===== src/rtl/tcf_pkg.sv =====
`default_nettype none
package tcf_pkg;

    localparam int CORDIC_STEPS    = 16;
    localparam int ANGLE_FRAC_BITS = 8;
    localparam int TABLE_FRAC      = 24;
    localparam int ROUND_SHIFT     = TABLE_FRAC - ANGLE_FRAC_BITS;
    localparam int SQRT_STEPS      = 24;
    localparam int SQRT_W          = 48;
    localparam int XY_W            = 36;
    localparam int Z_W             = 34;
    localparam int IDX_W           = 5;
    localparam int ANG_W           = 17;
    localparam int WIDE_W          = 40;

    localparam logic signed [WIDE_W-1:0] LIMIT = WIDE_W'(180) <<< ANGLE_FRAC_BITS;
    localparam logic [16:0] WEIGHT_ONE = 17'd65536;
    localparam logic [31:0] TIME_SCALE_RST = 32'd2561407;
    localparam logic [16:0] WEIGHT_RST = 17'd62915;

    localparam logic [1:0] REG_ACCEL_OFF  = 2'd0;
    localparam logic [1:0] REG_GYRO_OFF   = 2'd1;
    localparam logic [1:0] REG_TIME_SCALE = 2'd2;
    localparam logic [1:0] REG_WEIGHT     = 2'd3;

    typedef enum logic [2:0] {
        ST_IDLE,
        ST_SQRT,
        ST_CORDIC,
        ST_ANGLE,
        ST_FUSE,
        ST_ROUND
    } t_state;

    function automatic logic signed [Z_W-1:0] atan_deg(input logic [IDX_W-1:0] idx);
        logic signed [Z_W-1:0] v;
        begin
            unique case (idx)
                5'd0:    v = Z_W'(754974720);
                5'd1:    v = Z_W'(445687602);
                5'd2:    v = Z_W'(235489088);
                5'd3:    v = Z_W'(119537938);
                5'd4:    v = Z_W'(60000934);
                5'd5:    v = Z_W'(30029717);
                5'd6:    v = Z_W'(15018523);
                5'd7:    v = Z_W'(7509720);
                5'd8:    v = Z_W'(3754917);
                5'd9:    v = Z_W'(1877466);
                5'd10:   v = Z_W'(938734);
                5'd11:   v = Z_W'(469367);
                5'd12:   v = Z_W'(234684);
                5'd13:   v = Z_W'(117342);
                5'd14:   v = Z_W'(58671);
                5'd15:   v = Z_W'(29335);
                5'd16:   v = Z_W'(14668);
                5'd17:   v = Z_W'(7334);
                5'd18:   v = Z_W'(3667);
                5'd19:   v = Z_W'(1833);
                5'd20:   v = Z_W'(917);
                5'd21:   v = Z_W'(458);
                5'd22:   v = Z_W'(229);
                5'd23:   v = Z_W'(115);
                default: v = '0;
            endcase
            return v;
        end
    endfunction

    function automatic logic signed [ANG_W-1:0] sat_angle(input logic signed [WIDE_W-1:0] v);
        begin
            if (v > LIMIT) begin
                return ANG_W'(LIMIT);
            end else if (v < -LIMIT) begin
                return ANG_W'(-LIMIT);
            end
            return ANG_W'(v);
        end
    endfunction

endpackage
`default_nettype wire


===== src/rtl/tcf_cordic_cell.sv =====
`default_nettype none
module tcf_cordic_cell (
    input  wire logic                              i_clk,
    input  wire logic [tcf_pkg::IDX_W-1:0]         i_idx,
    input  wire logic signed [tcf_pkg::XY_W-1:0]   i_x,
    input  wire logic signed [tcf_pkg::XY_W-1:0]   i_y,
    input  wire logic signed [tcf_pkg::Z_W-1:0]    i_z,
    output logic signed [tcf_pkg::XY_W-1:0]        o_x,
    output logic signed [tcf_pkg::XY_W-1:0]        o_y,
    output logic signed [tcf_pkg::Z_W-1:0]         o_z
);
    logic signed [tcf_pkg::XY_W-1:0] dx;
    logic signed [tcf_pkg::XY_W-1:0] dy;

    assign dx = i_y >>> i_idx;
    assign dy = i_x >>> i_idx;

    always_ff @(posedge i_clk) begin
        if (i_y > 0) begin
            o_x <= i_x + dx;
            o_y <= i_y - dy;
            o_z <= i_z + tcf_pkg::atan_deg(i_idx);
        end else begin
            o_x <= i_x - dx;
            o_y <= i_y + dy;
            o_z <= i_z - tcf_pkg::atan_deg(i_idx);
        end
    end
endmodule
`default_nettype wire


===== config.mk =====
export PLATFORM = sky130hd
export DESIGN_NAME = tcf_cordic_cell
export DESIGN_NICKNAME = d
export VERILOG_FILES = /design/src/rtl/tcf_pkg.sv /design/src/rtl/tcf_cordic_cell.sv
export SDC_FILE = /design/constraint.sdc
export NUM_CORES = 1
export LEC_CHECK = 0
export ABC_AREA = 1
export CAP_MARGIN = 20
export CORE_MARGIN = 10
export CORE_UTILIZATION = 54
export DETAILED_ROUTE_END_ITERATION = 10
export DONT_BUFFER_PORTS = 1
export GPL_TIMING_DRIVEN = 0
export PLACE_DENSITY = 0.73
export SYNTH_ARGS = -nofsm -noshare
export SYNTH_HDL_FRONTEND = slang
export SYNTH_SLANG_ARGS = --single-unit

===== constraint.sdc =====
create_clock -name i_clk -period 5.6 [get_ports i_clk]
set_input_delay 1.68 -clock i_clk [delete_from_list [all_inputs] [get_ports i_clk]]
set_output_delay 1.68 -clock i_clk [all_outputs]
set_load 0.01 [all_outputs]

==> impl_metrics.py <==
metrics = {
    "cts": {
        "cts_tree": "built",
        "clkTransAtPathRegs_ns": 0.09,
        "cts.sinks": 106,
        "htreeDepth": 3,
        "cts.hold.buffers_added": 0,
        "cts_inserted_buffers": 9,
        "cts_buffer_depth": 2,
        "cts_root_buf": "clkbuf_16",
    },
    "power_and_ir_drop": {
        "total_power_mw": 4.72,
        "power.density_mw_per_mm2": 265,
        "irDropWorstVdd_v": 0.000206,
        "p_leak_nw": 8.95,
    },
    "run": {
        "drv_cap": 0,
    },
    "placed_design": {
        "io_buffers": 0,
        "dp.cells": 3000,
        "pre_cts_slack_ns": -1.18,
        "place_congestion": 1.20,
        "dp.final_hpwl_mm": 56.2,
    },
    "logic_synthesis": {
        "async_flop_share_pct": 0,
        "synthesis.nets": 2852,
        "synthFlopType": "dfxtp_1",
        "yosysUniqueCellTypes": 55,
        "yosys_warnings": 0,
        "synthTopCellsByArea": "nand2_1, dfxtp_1, nand3_1, ha_1, xor2_1",
        "synth_top_area_cell": "nand2_1",
        "syn_avg_cell_area_um2": 5.86,
        "synth_edf_count": 0,
        "synth_area_mm2": 0.0154,
        "synth.most_common_cell": "nand2_1",
        "synthCells": 2622,
        "synth_commonest_cells": "nand2_1, nand3_1, inv_1, nor2_1, a21oi_1",
        "synth_top_area_share_pct": 18.9,
        "ys_seq_area_share_pct": 13.8,
        "ys_ff_latch": 106,
    },
    "grt": {
        "grt_usage_pct": 36.8,
        "antenna_found_initial": 1,
        "grt_pass1_wl_mm": 102,
        "grt_max_degree": 19,
        "grt_overflow_total": 0,
        "grt_pass1_vias": 17801,
    },
    "floorplanning": {
        "io-pin-count": 218,
        "dieArea_mm2": 0.0356,
        "die_w_um": 189,
        "start_util_pct": 55.0,
        "design.core.area_mm2": 0.0279,
        "die_h_um": 189,
        "num_rows": 61,
    },
    "route": {
        "final_antenna_net_count": 0,
        "drc_errors": 0,
        "routed_via_density": 6.24,
        "via_count": 19138,
        "firstDrtPassIters": 6,
        "drt_first_iter_violations": 2346,
        "routed_wl_mm": 70.7,
        "post_drt_wl_per_cell_um": 23.1,
    },
    "timing": {
        "finalSetupViolCount": 0,
        "postLayoutSetupSlackWorst_ns": 0.0825,
        "layout_min_cycle_time_ns": 5.52,
        "hold_violations": 0,
        "slew_headroom_pct": 30.1,
        "rsz0062_at_grt": "yes",
        "report.final.slew_viol_count": 0,
        "tightest_slew_ns": 1.05,
        "min_period_over_period_pct": 98.5,
        "fmax_mhz": 181,
    },
    "setup_path": {
        "crit_fanout": 10,
        "crit_slowest_cell": "nor3_4",
        "critPathKind": "input port to flop",
        "worstPathArrival_ns": 5.81,
        "worstSetupPathDepth": 29,
        "start_kind": "input port",
        "crit_top_cell": "nand2_1",
        "slowest_delay_ns": 0.29,
        "critical_path.n_buffers_inverters": 7,
        "crit_required_ns": 5.89,
        "cp-end-kind": "flop",
        "critPathTopFamily": "simple AND/OR/NAND/NOR gates",
    },
    "cells_and_area": {
        "syn_to_final_growth_pct": 16.2,
        "n_fill_cell": 2713,
        "diodes": 0,
        "multiInputGateArea_mm2": 0.0127,
        "drive_gt1_share_pct": 16.3,
        "final_util_pct": 63.9,
        "final-seq-area_mm2": 0.00212,
        "finalNonFillerCells": 3065,
        "fin_nets": 2912,
    },
    "min_path": {
        "min_from": "i_y[0]",
        "hold_end": "o_y[0]",
        "holdPathStages": 1,
        "hold_path_class": "input port to flop",
    },
    "status": {
        "outcome": "finished, final reports clean",
    },
}
==> per-layer routing <==
layer	global-route usage, %	vias up	part of all wire, %
met2	56.1	1364	42
met4	27.4	0	8.6
met5	0	-	0
met3	11.6	343	13
li1	-	8798	-
met1	42.6	8633	36
==> where the power goes <==
group / total (mW) / leakage [nW] / internal, mW / switching, mW
sequential: 1.41 / 0.894 / 1.10 / 0.314
combinational: 2.56 / 7.89 / 0.912 / 1.65
clock: 0.752 / 0.161 / 0.411 / 0.341
total: 4.72 / 8.95 / 2.42 / 2.30
==> area by class of cell <==
| cell class | count | share of cell area (%) |
|---|---|---|
| tap | 378 | 2.65 |
| sequential | 106 | 11.9 |
| buffer | 86 | 3.80 |
| clock inverter | 6 | 0.540 |
| inverter | 271 | 5.81 |
| clock buffer | 10 | 1.34 |
| multi-input combinational | 2157 | 71.4 |
| timing repair buffer | 51 | 2.57 |
==> state kept, by name, summed over array words and instances (netlist names) <==
signal	count
o_x	36
o_y	36
o_z	34
==> cells in the final DEF (no fill, tap or decap), types with 29 or more instances in the layout <==
cell type and n:
nand2_2 50, nand2_1 745, o21ai_0 64, nand3_1 346, nand3_2 55, ha_1 89
nor2_1 208, a21oi_2 40, buf_4 60, dfxtp_1 106, xnor2_1 52, a21oi_1 118
xor2_1 110, nand4_1 29, inv_1 244
==> stage by stage <==
| step | hold WS [ns] | setup TNS [ns] | cell area [um2] |
|---|---|---|---|
| 6_report | 1.44 | 0 | 17900 |
| 3_5_place_dp | 1.84 | -49.73 | 15800 |
| 3_3_place_gp | 1.82 | -48.75 | 15800 |
| 2_1_floorplan | 1.81 | 0 | 15400 |
| 4_1_cts | 1.44 | -0.00657 | 16500 |
| 5_1_grt | 1.44 | -0.669 | 17900 |
==> worst max-delay path by stage <==
| stage | to | slack, ns | from |
|---|---|---|---|
| finish | o_y[35] | 0.08 | i_idx[1] |
| global route | o_x[34] | -0.15 | i_idx[1] |
| CTS | o_z[33] | -0.004 | i_idx[1] |
| detailed placement | o_z[24] | -1.18 | i_y[19] |
| global placement | o_y[35] | -1.18 | i_y[30] |
| floorplan | o_z[24] | 0.17 | i_idx[1] |
==> kinds of logic (layout without fill, tap and decap cells) <==
logic type                 after synthesis  after routing  synth area share (%)
DFF                                    106            106                  13.8
adders and majority gates              118            118                  9.75
AOI/OAI and AO/OA                      363            363                  13.6
and+or+nand+nor                       1508           1508                  42.9
buffers and inverters                  359            424                  10.3
xor gates and xnor gates               168            168                  9.67
==> repair_timing <==
action	in CTS	in global routing
buffers inserted	8	40
resized for setup	91	262
cloned	0	3
pin swaps	11	59
setup endpoints to repair	62	50
(Power assumes the default switching activity.)
